===== src/sv/alr_pkg.sv =====
// Shared types and constants of the anti-aliased line rasterizer.
package alr_pkg;

    // Fixed field widths
    localparam int SCREEN_BITS    = 13;
    localparam int BPP_BITS       = 3;
    localparam int OFFSET_BITS    = 26;
    localparam int LEVEL_BITS     = 8;
    localparam int CFG_INDEX_BITS = 2;
    localparam int CFG_DATA_BITS  = 13;

    // Register reset values
    localparam logic [SCREEN_BITS-1:0] WIDTH_RESET  = 13'd1024;
    localparam logic [SCREEN_BITS-1:0] HEIGHT_RESET = 13'd768;
    localparam logic [BPP_BITS-1:0]    BPP_RESET    = 3'd3;

    // Register indexes
    localparam logic [CFG_INDEX_BITS-1:0] CFG_SCREEN_WIDTH    = 2'd0;
    localparam logic [CFG_INDEX_BITS-1:0] CFG_SCREEN_HEIGHT   = 2'd1;
    localparam logic [CFG_INDEX_BITS-1:0] CFG_BYTES_PER_PIXEL = 2'd2;

    // Input item kinds
    localparam logic KIND_START = 1'b0;

    typedef enum logic [2:0] {
        S_IDLE,
        S_DIV,
        S_NEAR_MUL,
        S_NEAR_OUT,
        S_FAR_MUL,
        S_FAR_OUT,
        S_ADV
    } alr_state_t;

    // Controller to datapath
    typedef struct packed {
        logic start_load;
        logic div_start;
        logic lin_load;
        logic out_load;
        logic sel_far;
        logic advance;
    } alr_cmd_t;

    // Datapath to controller
    typedef struct packed {
        logic start_flat;
        logic busy;
        logic div_done;
        logic near_ok;
        logic far_ok;
        logic out_free;
    } alr_sts_t;

endpackage


===== src/sv/antialiased_line_raster_top.sv =====
// Top level of the anti-aliased line rasterizer.
// Takes one item at a time. A start item whose endpoints coincide needs no slope;
// any other start runs the bit-serial slope divider, one quotient bit per cycle, and
// the input stays stalled until the divider is done.
// A step while no line is running is taken and leaves the block idle. A running step
// visits the near and then the far pixel, each visible one getting its row multiply
// and then the bytes-per-pixel multiply into the output register, before the step
// advances; a stalled output register holds the step. The output register lets the
// next item enter while the last pixel of a step still waits for its transfer.
// Configuration writes are always taken and must only be issued while idle.
module antialiased_line_raster_top #(
    parameter int COORD_BITS = 12,
    parameter int FRAC_BITS  = 16
) (
    input  logic                                clk,
    input  logic                                rst_n,
    input  logic                                in_valid,
    output logic                                in_stall,
    input  logic                                kind,
    input  logic [COORD_BITS-1:0]               start_x,
    input  logic [COORD_BITS-1:0]               start_y,
    input  logic [COORD_BITS-1:0]               end_x,
    input  logic [COORD_BITS-1:0]               end_y,
    output logic                                out_valid,
    input  logic                                out_stall,
    output logic [COORD_BITS-1:0]               pix_x,
    output logic [COORD_BITS-1:0]               pix_y,
    output logic [alr_pkg::OFFSET_BITS-1:0]     byte_offset,
    output logic [alr_pkg::LEVEL_BITS-1:0]      level,
    output logic                                last,
    output logic                                line_done,
    input  logic                                cfg_valid,
    output logic                                cfg_ready,
    input  logic [alr_pkg::CFG_INDEX_BITS-1:0]  cfg_index,
    input  logic [alr_pkg::CFG_DATA_BITS-1:0]   cfg_data
);

    alr_pkg::alr_cmd_t cmd;
    alr_pkg::alr_sts_t sts;

    assign cfg_ready = 1'b1;

    alr_ctrl u_ctrl (
        .clk      (clk),
        .rst_n    (rst_n),
        .in_valid (in_valid),
        .kind     (kind),
        .in_stall (in_stall),
        .sts      (sts),
        .cmd      (cmd)
    );

    alr_dp #(
        .C (COORD_BITS),
        .F (FRAC_BITS)
    ) u_dp (
        .clk         (clk),
        .rst_n       (rst_n),
        .cmd         (cmd),
        .sts         (sts),
        .cfg_we      (cfg_valid && cfg_ready),
        .cfg_index   (cfg_index),
        .cfg_data    (cfg_data),
        .start_x     (start_x),
        .start_y     (start_y),
        .end_x       (end_x),
        .end_y       (end_y),
        .out_stall   (out_stall),
        .out_valid   (out_valid),
        .pix_x       (pix_x),
        .pix_y       (pix_y),
        .byte_offset (byte_offset),
        .level       (level),
        .last        (last),
        .line_done   (line_done)
    );

endmodule


===== src/sv/alr_div.sv =====
// Bit-serial restoring divider for the slope: (num << F) / den.
module alr_div #(
    parameter int C = 12,
    parameter int F = 16
) (
    input  logic         clk,
    input  logic         rst_n,
    input  logic         start,
    input  logic [C-1:0] num,
    input  logic [C-1:0] den,
    output logic         done,
    output logic [F:0]   quot
);

    localparam int N  = C + F;
    localparam int CW = $clog2(N + 1);

    logic [N-1:0]  dvd_reg;
    logic [C-1:0]  rem_reg;
    logic [C-1:0]  den_reg;
    logic [F:0]    quot_reg;
    logic [CW-1:0] cnt_reg;
    logic          run_reg;
    logic          done_reg;

    logic [C:0]    rem_sh;
    logic [C:0]    rem_sub;
    logic          fits;
    logic          done_next;

    // One quotient bit per cycle
    always_comb
    begin
        rem_sh    = {rem_reg, dvd_reg[N-1]};
        rem_sub   = rem_sh - {1'b0, den_reg};
        fits      = rem_sh >= {1'b0, den_reg};
        done_next = run_reg && (cnt_reg == CW'(1));
    end

    // Control
    always_ff @(posedge clk or negedge rst_n)
    begin
        if (!rst_n)
        begin
            run_reg  <= 1'b0;
            done_reg <= 1'b0;
            cnt_reg  <= '0;
        end
        else
        begin
            done_reg <= done_next;
            if (start)
            begin
                run_reg <= 1'b1;
                cnt_reg <= CW'(N);
            end
            else if (run_reg)
            begin
                cnt_reg <= cnt_reg - CW'(1);
                if (done_next)
                begin
                    run_reg <= 1'b0;
                end
            end
        end
    end

    // Operands and partial results
    always_ff @(posedge clk)
    begin
        if (start)
        begin
            dvd_reg  <= {num, {F{1'b0}}};
            den_reg  <= den;
            rem_reg  <= '0;
            quot_reg <= '0;
        end
        else if (run_reg)
        begin
            dvd_reg  <= {dvd_reg[N-2:0], 1'b0};
            rem_reg  <= fits ? rem_sub[C-1:0] : rem_sh[C-1:0];
            quot_reg <= {quot_reg[F-1:0], fits};
        end
    end

    assign done = done_reg;
    assign quot = quot_reg;

endmodule


===== src/sv/alr_dp.sv =====
// Datapath: line setup, accumulator, pixel address and level, output register.
module alr_dp #(
    parameter int C = 12,
    parameter int F = 16
) (
    input  logic                                clk,
    input  logic                                rst_n,
    input  alr_pkg::alr_cmd_t                   cmd,
    output alr_pkg::alr_sts_t                   sts,
    input  logic                                cfg_we,
    input  logic [alr_pkg::CFG_INDEX_BITS-1:0]  cfg_index,
    input  logic [alr_pkg::CFG_DATA_BITS-1:0]   cfg_data,
    input  logic [C-1:0]                        start_x,
    input  logic [C-1:0]                        start_y,
    input  logic [C-1:0]                        end_x,
    input  logic [C-1:0]                        end_y,
    input  logic                                out_stall,
    output logic                                out_valid,
    output logic [C-1:0]                        pix_x,
    output logic [C-1:0]                        pix_y,
    output logic [alr_pkg::OFFSET_BITS-1:0]     byte_offset,
    output logic [alr_pkg::LEVEL_BITS-1:0]      level,
    output logic                                last,
    output logic                                line_done
);

    localparam int AW  = C + F;
    localparam int SW  = F + 2;
    localparam int VW  = (C + 1 > alr_pkg::SCREEN_BITS) ? C + 1 : alr_pkg::SCREEN_BITS;
    localparam int PW  = alr_pkg::SCREEN_BITS + C + 1;
    localparam int LW  = (PW > alr_pkg::OFFSET_BITS) ? PW : alr_pkg::OFFSET_BITS;
    localparam int OW  = alr_pkg::OFFSET_BITS;
    localparam int LVW = alr_pkg::LEVEL_BITS;

    // Configuration registers
    logic [alr_pkg::SCREEN_BITS-1:0] width_reg;
    logic [alr_pkg::SCREEN_BITS-1:0] height_reg;
    logic [alr_pkg::BPP_BITS-1:0]    bpp_reg;

    // Line state
    logic          busy_reg;
    logic          steep_reg;
    logic          down_reg;
    logic          neg_reg;
    logic [C-1:0]  pos_reg;
    logic [C-1:0]  end_reg;
    logic [AW-1:0] acc_reg;
    logic [SW-1:0] slope_reg;
    logic [OW-1:0] lin_reg;

    // Output register
    logic          out_valid_reg;
    logic [C-1:0]  pix_x_reg;
    logic [C-1:0]  pix_y_reg;
    logic [OW-1:0] offset_reg;
    logic [LVW-1:0] level_reg;
    logic          last_reg;
    logic          done_reg;

    // Setup signals
    logic          swap;
    logic [C-1:0]  x1;
    logic [C-1:0]  y1;
    logic [C-1:0]  x2;
    logic [C-1:0]  y2;
    logic [C-1:0]  dx;
    logic [C-1:0]  ady;
    logic          y_up;
    logic          steep;
    logic [C-1:0]  major_delta;
    logic [C-1:0]  minor_delta;

    logic          div_done;
    logic [F:0]    quot;

    // Step signals
    logic [C-1:0]  minor;
    logic [C:0]    minor_p1;
    logic [F-1:0]  frac;
    logic [F:0]    near_w;
    logic [F+8:0]  near_prod;
    logic [F+7:0]  far_prod;
    logic [LVW-1:0] lv_near;
    logic [LVW-1:0] lv_far;
    logic [C-1:0]  near_x;
    logic [C-1:0]  near_y;
    logic [C-1:0]  far_x;
    logic [C-1:0]  far_y;
    logic [VW-1:0] near_xw;
    logic [VW-1:0] near_yw;
    logic [VW-1:0] far_xw;
    logic [VW-1:0] far_yw;
    logic          near_ok;
    logic          far_ok;
    logic [C-1:0]  sel_x;
    logic [C-1:0]  sel_y;
    logic [LW-1:0] lin_next;
    logic [C-1:0]  pos_next;
    logic          pos_done;
    logic          out_free;

    // Endpoint ordering and axis choice
    always_comb
    begin
        swap        = end_x < start_x;
        x1          = swap ? end_x : start_x;
        y1          = swap ? end_y : start_y;
        x2          = swap ? start_x : end_x;
        y2          = swap ? start_y : end_y;
        dx          = x2 - x1;
        y_up        = y2 >= y1;
        ady         = y_up ? (y2 - y1) : (y1 - y2);
        steep       = ady > dx;
        major_delta = steep ? ady : dx;
        minor_delta = steep ? dx : ady;
    end

    alr_div #(
        .C (C),
        .F (F)
    ) u_div (
        .clk   (clk),
        .rst_n (rst_n),
        .start (cmd.div_start),
        .num   (minor_delta),
        .den   (major_delta),
        .done  (div_done),
        .quot  (quot)
    );

    // Pixel candidates and levels for the current position
    always_comb
    begin
        minor     = acc_reg[AW-1:F];
        frac      = acc_reg[F-1:0];
        minor_p1  = {1'b0, minor} + (C+1)'(1);
        near_w    = {1'b1, {F{1'b0}}} - {1'b0, frac};
        near_prod = {near_w, 8'b0} - {8'b0, near_w};
        far_prod  = {frac, 8'b0} - {8'b0, frac};
        lv_near   = near_prod[F+7:F];
        lv_far    = far_prod[F+7:F];

        near_x  = steep_reg ? minor : pos_reg;
        near_y  = steep_reg ? pos_reg : minor;
        far_x   = steep_reg ? minor_p1[C-1:0] : pos_reg;
        far_y   = steep_reg ? pos_reg : minor_p1[C-1:0];
        near_xw = VW'(near_x);
        near_yw = VW'(near_y);
        far_xw  = steep_reg ? VW'(minor_p1) : VW'(pos_reg);
        far_yw  = steep_reg ? VW'(pos_reg) : VW'(minor_p1);

        near_ok = (near_xw < VW'(width_reg)) && (near_yw < VW'(height_reg));
        far_ok  = !minor_p1[C] && (far_xw < VW'(width_reg))
                  && (far_yw < VW'(height_reg));

        sel_x    = cmd.sel_far ? far_x : near_x;
        sel_y    = cmd.sel_far ? far_y : near_y;
        lin_next = LW'(width_reg) * LW'(sel_y) + LW'(sel_x);

        pos_next = down_reg ? (pos_reg - C'(1)) : (pos_reg + C'(1));
        pos_done = pos_next == end_reg;
        out_free = !out_valid_reg || !out_stall;
    end

    // Configuration writes
    always_ff @(posedge clk or negedge rst_n)
    begin
        if (!rst_n)
        begin
            width_reg  <= alr_pkg::WIDTH_RESET;
            height_reg <= alr_pkg::HEIGHT_RESET;
            bpp_reg    <= alr_pkg::BPP_RESET;
        end
        else if (cfg_we)
        begin
            case (cfg_index)
                alr_pkg::CFG_SCREEN_WIDTH:    width_reg  <= cfg_data;
                alr_pkg::CFG_SCREEN_HEIGHT:   height_reg <= cfg_data;
                alr_pkg::CFG_BYTES_PER_PIXEL: bpp_reg    <= cfg_data[alr_pkg::BPP_BITS-1:0];
                default:                      ;
            endcase
        end
    end

    // Line state
    always_ff @(posedge clk or negedge rst_n)
    begin
        if (!rst_n)
        begin
            busy_reg  <= 1'b0;
            steep_reg <= 1'b0;
            down_reg  <= 1'b0;
            neg_reg   <= 1'b0;
            pos_reg   <= '0;
            end_reg   <= '0;
            acc_reg   <= '0;
            slope_reg <= '0;
        end
        else if (cmd.start_load)
        begin
            busy_reg  <= 1'b0;
            steep_reg <= steep;
            down_reg  <= steep && !y_up;
            neg_reg   <= !steep && !y_up;
            pos_reg   <= steep ? y1 : x1;
            end_reg   <= steep ? y2 : x2;
            acc_reg   <= {(steep ? x1 : y1), {F{1'b0}}};
        end
        else if (div_done)
        begin
            busy_reg  <= 1'b1;
            slope_reg <= neg_reg ? (SW'(0) - {1'b0, quot}) : {1'b0, quot};
        end
        else if (cmd.advance)
        begin
            acc_reg <= acc_reg + {{(AW-SW){slope_reg[SW-1]}}, slope_reg};
            pos_reg <= pos_next;
            if (pos_done)
            begin
                busy_reg <= 1'b0;
            end
        end
    end

    // Row-major linear index of the selected pixel
    always_ff @(posedge clk)
    begin
        if (cmd.lin_load)
        begin
            lin_reg <= lin_next[OW-1:0];
        end
    end

    // Output valid
    always_ff @(posedge clk or negedge rst_n)
    begin
        if (!rst_n)
        begin
            out_valid_reg <= 1'b0;
        end
        else if (cmd.out_load)
        begin
            out_valid_reg <= 1'b1;
        end
        else if (!out_stall)
        begin
            out_valid_reg <= 1'b0;
        end
    end

    // Output payload
    always_ff @(posedge clk)
    begin
        if (cmd.out_load)
        begin
            pix_x_reg  <= sel_x;
            pix_y_reg  <= sel_y;
            offset_reg <= OW'(bpp_reg) * lin_reg;
            level_reg  <= cmd.sel_far ? lv_far : lv_near;
            last_reg   <= cmd.sel_far || !far_ok;
            done_reg   <= pos_done;
        end
    end

    always_comb
    begin
        sts.start_flat = major_delta == C'(0);
        sts.busy       = busy_reg;
        sts.div_done   = div_done;
        sts.near_ok    = near_ok;
        sts.far_ok     = far_ok;
        sts.out_free   = out_free;
    end

    assign out_valid   = out_valid_reg;
    assign pix_x       = pix_x_reg;
    assign pix_y       = pix_y_reg;
    assign byte_offset = offset_reg;
    assign level       = level_reg;
    assign last        = last_reg;
    assign line_done   = done_reg;

endmodule


===== src/sv/alr_ctrl.sv =====
// Controller state machine: sequences line setup and the up to two pixel writes of a step.
module alr_ctrl (
    input  logic              clk,
    input  logic              rst_n,
    input  logic              in_valid,
    input  logic              kind,
    output logic              in_stall,
    input  alr_pkg::alr_sts_t sts,
    output alr_pkg::alr_cmd_t cmd
);

    alr_pkg::alr_state_t state_reg;
    alr_pkg::alr_state_t state_next;

    // State register
    always_ff @(posedge clk or negedge rst_n)
    begin
        if (!rst_n)
        begin
            state_reg <= alr_pkg::S_IDLE;
        end
        else
        begin
            state_reg <= state_next;
        end
    end

    // Next state and commands
    always_comb
    begin
        state_next = state_reg;
        cmd        = '0;
        in_stall   = 1'b1;
        case (state_reg)
            alr_pkg::S_IDLE:
            begin
                in_stall = 1'b0;
                if (in_valid)
                begin
                    if (kind == alr_pkg::KIND_START)
                    begin
                        cmd.start_load = 1'b1;
                        if (!sts.start_flat)
                        begin
                            cmd.div_start = 1'b1;
                            state_next    = alr_pkg::S_DIV;
                        end
                    end
                    else if (sts.busy)
                    begin
                        state_next = alr_pkg::S_NEAR_MUL;
                    end
                end
            end
            alr_pkg::S_DIV:
            begin
                if (sts.div_done)
                begin
                    state_next = alr_pkg::S_IDLE;
                end
            end
            alr_pkg::S_NEAR_MUL:
            begin
                if (sts.near_ok)
                begin
                    cmd.lin_load = 1'b1;
                    state_next   = alr_pkg::S_NEAR_OUT;
                end
                else
                begin
                    state_next = alr_pkg::S_FAR_MUL;
                end
            end
            alr_pkg::S_NEAR_OUT:
            begin
                if (sts.out_free)
                begin
                    cmd.out_load = 1'b1;
                    state_next   = alr_pkg::S_FAR_MUL;
                end
            end
            alr_pkg::S_FAR_MUL:
            begin
                cmd.sel_far = 1'b1;
                if (sts.far_ok)
                begin
                    cmd.lin_load = 1'b1;
                    state_next   = alr_pkg::S_FAR_OUT;
                end
                else
                begin
                    state_next = alr_pkg::S_ADV;
                end
            end
            alr_pkg::S_FAR_OUT:
            begin
                cmd.sel_far = 1'b1;
                if (sts.out_free)
                begin
                    cmd.out_load = 1'b1;
                    state_next   = alr_pkg::S_ADV;
                end
            end
            alr_pkg::S_ADV:
            begin
                cmd.advance = 1'b1;
                state_next  = alr_pkg::S_IDLE;
            end
            default:
            begin
                state_next = alr_pkg::S_IDLE;
            end
        endcase
    end

endmodule


===== config.mk =====
export PLATFORM = sky130hd
export DESIGN_NAME = antialiased_line_raster_top
export DESIGN_NICKNAME = d
export VERILOG_FILES = /design/src/sv/alr_pkg.sv /design/src/sv/antialiased_line_raster_top.sv /design/src/sv/alr_div.sv /design/src/sv/alr_dp.sv /design/src/sv/alr_ctrl.sv
export SDC_FILE = /design/constraint.sdc
export NUM_CORES = 1
export LEC_CHECK = 0
export BUFFER_PORTS_ARGS = -buffer_cell sky130_fd_sc_hd__buf_2
export CAP_MARGIN = 20
export CORE_MARGIN = 3
export CORE_UTILIZATION = 40
export DETAILED_ROUTE_END_ITERATION = 12
export MAX_ROUTING_LAYER = met4
export SYNTH_ARGS = -nofsm -noshare
export SYNTH_HDL_FRONTEND = slang
export SYNTH_SLANG_ARGS = --single-unit

===== constraint.sdc =====
create_clock -name clk -period 9.3 [get_ports clk]
set_clock_uncertainty 0.2 [all_clocks]
set_input_delay 1.86 -clock clk [delete_from_list [all_inputs] [get_ports clk]]
set_output_delay 1.86 -clock clk [all_outputs]
set_load 0.01 [all_outputs]

# Word-level counts from Yosys, hierarchy flattened
# Cells that the tools add are included.
classes:
  add_sub_neg: 14
  magnitude_cmp: 8
  reduce_logical: 30
  mul: 2
  eq_ne: 18
  bitwise: 1
  muxes: 63
ops:
  columns: ["operator", "n"]
  rows:
  - ["12-bit two-way mux", 21]
  - ["28-bit two-way mux", 5]
  - ["12-bit subtractor", 4]
  - ["28-bit adder", 1]
  - ["25-bit by 12-bit adder with 26-bit output", 1]
  - ["12-bit by 13-bit less-than comparator with 1-bit output", 2]
  - ["13-bit less-than comparator", 2]
  - ["3-bit by 26-bit multiplier with 26-bit output", 1]
  - ["13-bit two-way mux", 2]
  - ["13-bit by 12-bit multiplier with 25-bit output", 1]
  - ["3-bit two-way mux", 8]
  - ["24-bit by 16-bit subtractor with 24-bit output", 1]
  - ["24-bit by 17-bit subtractor with 24-bit output", 1]
  - ["18-bit two-way mux", 1]
  - ["3-bit one-hot mux with 6 select lines", 1]
  - ["1-bit by 17-bit subtractor with 18-bit output (first input constant)", 1]
  - ["1-bit two-way mux", 17]
  - ["17-bit by 16-bit subtractor with 17-bit output (first input constant)", 1]
  - ["12-bit by 1-bit adder with 13-bit output (second input constant)", 1]
  - ["13-bit by 12-bit greater-or-equal comparator with 1-bit output", 1]
  - ["12-bit by 1-bit adder with 12-bit output (second input constant)", 1]
  - ["12-bit equality test", 1]
  - ["12-bit greater-or-equal comparator", 1]
  - ["12-bit > comparator", 1]
  - ["other kinds (29)", 59]
word_totals:
  ff_bits: 253
  elab_cells: 163
  output_inout_bits: 63

# Longest topological paths before layout
logic_depth:
  word_depth: 13
  depth_mapped: 35
  ltp_nobuf: 30

# Cells and area by module
# From an unflattened synthesis, not the netlist that was laid out.
unflattened:
  cells_unflattened: 3063
  area_unflattened_um2: 26778.2
modules_own_cells:
  columns: ["module", "area_per_inst_um2", "instances", "cells_per_inst"]
  rows:
  - ["alr_dp", 23473.8, 1, 2756]
  - ["alr_div", 2996.6, 1, 271]
  - ["alr_ctrl", 296.5, 1, 34]
  - ["antialiased_line_raster_top", 11.3, 1, 2]

# Least setup slack after synthesis
# OpenSTA, ideal clock, no wires.
synth_timing:
  path_type: "in2reg"
  startpoint: "input start_x[6]"
  endpoint: "register u_dp.u_div.dvd_reg[16], enable pin"
  stages: 32
  required_time_ps: 8748
  arrival_time_ps: 8328
  setup_slack_ps: 420
  cell_sequence: "inv_1 ha_1 and2_2 nand3_1 a2111o_1 nand2_2 buf_2 buf_2 buf_1 clkbuf_1 mux2_2 ha_1 inv_1 a31oi_1 o31ai_4 a21oi_1 o221ai_1 nor2_1 a311oi_1 inv_1 ha_1 a21o_1 a221oi_1 or2_2 clkbuf_1 clkbuf_1 o31ai_1 o211ai_1 nand4b_1 and2_4 buf_2 or2_1"
synth_via:
  elab_chain_cells: 12
  elab_cells_between_ends: 18
  cone_classes: "3 x add/sub; 3 x order compare; 10 x mux; 2 x reduce/logical"
synth_rtl:
  columns: ["element", "line", "text"]
  rows:
  - ["start, declared", "antialiased_line_raster_top.sv:20", "input logic [COORD_BITS-1:0] start_x,"]
  - ["12-bit less-than comparator", "alr_dp.sv:105", "swap = end_x < start_x;"]
  - ["12-bit two-way mux, on equally long branches", "alr_dp.sv:107, alr_dp.sv:109", null]
  - ["12-bit subtractor / 12-bit greater-or-equal comparator (equally long branches)", "alr_dp.sv:112, alr_dp.sv:111", null]
  - ["12-bit two-way mux", "alr_dp.sv:112", "ady = y_up ? (y2 - y1) : (y1 - y2);"]
  - ["12-bit > comparator", "alr_dp.sv:113", "steep = ady > dx;"]
  - ["12-bit two-way mux (*)", "alr_dp.sv:114", "major_delta = steep ? ady : dx;"]
  - ["named net u_dp.major_delta[10]", "alr_dp.sv:70", "logic [C-1:0] major_delta;"]
  - ["12-bit zero test (*)", "alr_dp.sv:267", "sts.start_flat = major_delta == C'(0);"]
  - ["1-bit two-way mux (*)", "alr_ctrl.sv:43", "if (!sts.start_flat)"]
  - ["2-bit two-way mux (*)", "alr_ctrl.sv:40", "if (kind == alr_pkg::KIND_START)"]
  - ["2-bit two-way mux (*)", "alr_ctrl.sv:38", "if (in_valid)"]
  - ["2-bit two-way mux (*)", "alr_ctrl.sv:34", "case (state_reg)"]
  - ["2-bit nonzero test (no source line) (*)", null, null]
  - ["end signal, assigned", "alr_div.sv:73", "dvd_reg <= {num, {F{1'b0}}};"]
  - ["end signal, assigned", "alr_div.sv:80", "dvd_reg <= {dvd_reg[N-2:0], 1'b0};"]
  - ["end, declared", "alr_div.sv:18", "logic [N-1:0] dvd_reg;"]
# The timed path passes the listed nets; every way through them passes the cells marked *.
# A chain may end at the register's enable or synchronous reset.

# Worst setup path in the final report
layout_timing:
  startpoint: "input start_x[7]"
  endpoint: "register u_dp.u_div.dvd_reg[20], enable pin"
# The elaborated chain is that of the path after synthesis.

==> metrics.md <==
| Metric | Value |
|---|---|
| Status | finished, final reports clean |
| Die Height | 262 um |
| Post-synth top area share | 12.6% |
| Hold Fails Final Rpt | 0 |
| Post-Syn Area | 0.0261 mm2 |
| Share of post-route cells with drive strength above 1 | 10.8% |
| WP data arrival | 8.63 ns |
| Largest area contributor in the netlist | edfxtp_1 |
| Setup crit end kind | flop |
| Setup TNS | 0 ns |
| Most common cell in the netlist | nand2_1 |
| CTS tree | built |
| Fin nets | 3606 |
| Routability Congestion | 1.01 |
| DR iter-0 viols | 1529 |
| Die area | 0.0684 mm2 |
| Final Cycle Share | 93.1% |
| Total track usage | 21.6% |
| WHS | 0.283 ns |
| Final Setup Violations | 0 |
| FF+latch count, synth | 253 |
| RSZ-0062 raised after global routing | no |
| CTS buffer count | 34 |
| Core area | 0.0645 mm2 |
| GR Overflow Total | 0 |
| Final worst slack | 0.637 ns |
| Slew Limit Headroom | 30.8% |
| Synth top cells by count | 434 x nand2_1, 325 x inv_1, 242 x ha_1, 224 x nor2_1, 212 x o21ai_0 |
| Starting Density | 40.5% |
| Syn_area_per_cell | 8.54 um2 |
| Clock-pin slew on the worst setup and hold paths | 0.06 ns |
| Top cells by area, synth | edfxtp_1 13%, ha_1 12%, fa_1 11%, dfrtp_1 10%, nand2_1 6.2% |
| CP max stage delay | 0.47 ns |
| Dpl hpwl | 56.5 mm |
| Max Cap Viol | 0 |
| Fin crit period | 8.66 ns |
| Initial antenna violation count | 2 |
| Placement Setup Slack | 0.160 ns |
| Row cnt | 93 |
| Final WL | 71.5 mm |
| Vias in the first global route | 20759 |
| Avg WL per Cell | 17.7 um |
| IO Pins | 132 |
| Required @ worst endpoint | 9.27 ns |
| Hold Crit Class | flop to flop |
| Post-Synthesis Cells | 3059 |
| Post-CTS Repair Setup Buffers | 0 |
| H-tree levels | 2 |
| First-pass GRT wire length | 114 mm |
| Sequential element share of the synthesized area | 25.8% |
| Post_cts resized | 0 |
| DRC violations left | 0 |
| Syn Nets | 3519 |
| F_max | 115 MHz |
| Post-DR vias/cell | 5.33 |
| CP max stage cell | ha_1 |
| Via count | 21480 |
| Number of flip-flops in the largest register | 28 |
| R2r setup slk | 0.99 ns |
| Fill count | 6416 |
| Post-synth cell types | 91 |
| Least-Margin Pin Slew | 1.03 ns |
| CTS Sinks | 253 |
| Post-CTS Hold Buffers | 0 |
| Max FO, Critical Path | 27 |
| Root buffer cell | clkbuf_16 |
| Startpoint Class | input pin |
| Area grow syn2layout | 10.7% |
| Main synth FF type | edfxtp_1 |
| Die width | 262 um |
| CTS Buffer Depth | 3 |
| Fin. max-slew vios | 0 |
| Largest net degree at the start of global routing | 68 |
| Detailed Routing Iterations Pass 1 | 5 |
| CP Class | input pin to flop |
| Clock Latency Late Sink | 0.55 ns |
| Post-route ant nets | 0 |
| Post-synthesis async set-or-reset flop share | 45.1% |
| EDFF count, synth | 110 |
| Port-buffer cells | 130 |
| Worst path most repeated cell | ha_1 |
| Synth Warn # | 0 |
[path summary, 6_finish.rpt]
check	start	end	cells after the start
max	start_x[7]	u_dp.u_div.dvd_reg[20]	30
min	u_dp.u_div.rem_reg[11]	u_dp.u_div.rem_reg[11]	2
max reg2reg	u_dp.acc_reg[16]	u_dp.lin_reg[25]	26
min reg2reg	u_dp.u_div.rem_reg[11]	u_dp.u_div.rem_reg[11]	2
max in group asynchronous	rst_n	u_dp.steep_reg	3
min in group asynchronous	rst_n	u_dp.bpp_reg[2]	1
[area by class of cell]
class	instances	area [um2]	area share, %
well taps	855	1070	3.70
repair buffers	179	1020	3.53
multi-input cells	2352	17700	61.1
diodes	2	5.00	0.0173
clock buffers	43	988	3.42
flip-flops and latches	253	6750	23.3
clock inverters	17	201	0.697
inverters	326	1220	4.23
[placed cells by master, fill, tap and decap left out, types with 11 or more instances in the layout]
cell type,synthesis,layout
nand2_1,434,433
inv_1,325,325
ha_1,242,242
nor2_1,224,222
o21ai_0,212,212
fa_1,149,149
a21oi_1,137,136
buf_2,7,129
xnor2_1,111,111
edfxtp_1,110,110
dfrtp_1,109,107
nor3_1,80,80
nand3_1,58,58
mux2_2,55,55
mux2i_1,55,55
xor2_1,51,51
buf_4,4,50
a21o_1,49,49
nand2b_1,44,44
nor2b_1,40,40
and2_1,37,37
clkbuf_16,0,37
o21a_1,31,31
dfxtp_1,29,29
a211oi_1,28,28
o211ai_1,26,26
and3_1,24,24
o21bai_1,20,20
or3_1,18,18
a31oi_1,17,17
maj3_1,16,16
o31ai_1,15,15
a21boi_0,15,15
or2_2,12,12
nand4_1,12,12
nor4_1,11,11
[per-layer routing]
metal / share of wire, % / up-vias / global-route usage [%]
met5: 0 / - / -
met2: 43 / 584 / 32.2
met1: 49 / 10134 / 31.0
li1: - / 10635 / -
met4: 2.5 / 0 / 5.50
met3: 5.8 / 127 / 2.91
[worst max-delay path: cells and delay by family]
family,cells,cell delay (ns)
simple gates,11,2.56
compound gates,8,1.94
fa+ha+maj,3,1.02
buf+inv,5,0.75
mux,2,0.29
xor+xnor,1,0.18
[cell families (layout without fill, tap and decap cells)]
| kind of cell | after synthesis | after routing | synth area share [%] |
|---|---|---|---|
| multiplexers | 120 | 120 | 5.05 |
| AND/OR/NAND/NOR | 1026 | 1026 | 17.8 |
| buffers and inverters | 454 | 565 | 6.70 |
| adder cells (fa/ha/maj) | 407 | 407 | 23.6 |
| XOR/XNOR | 162 | 162 | 5.43 |
| other | 1 | 3 | 0.0144 |
| AO/OA/AOI/OAI | 636 | 636 | 15.5 |
| flip-flops | 253 | 253 | 25.8 |
[per-stage QoR]
step / util, % / instance area, um2 / instances
6_report: 44.9 / 28900 / 4027
5_1_grt: 44.9 / 28900 / 4026
4_1_cts: 44.8 / 28900 / 4025
3_5_place_dp: 43.0 / 27700 / 3965
3_3_place_gp: 43.0 / 27700 / 3965
2_1_floorplan: - / 26100 / 3059
Power is not shown: default switching activity piles up to over one toggle a cycle in this logic, so the estimate is an artifact.
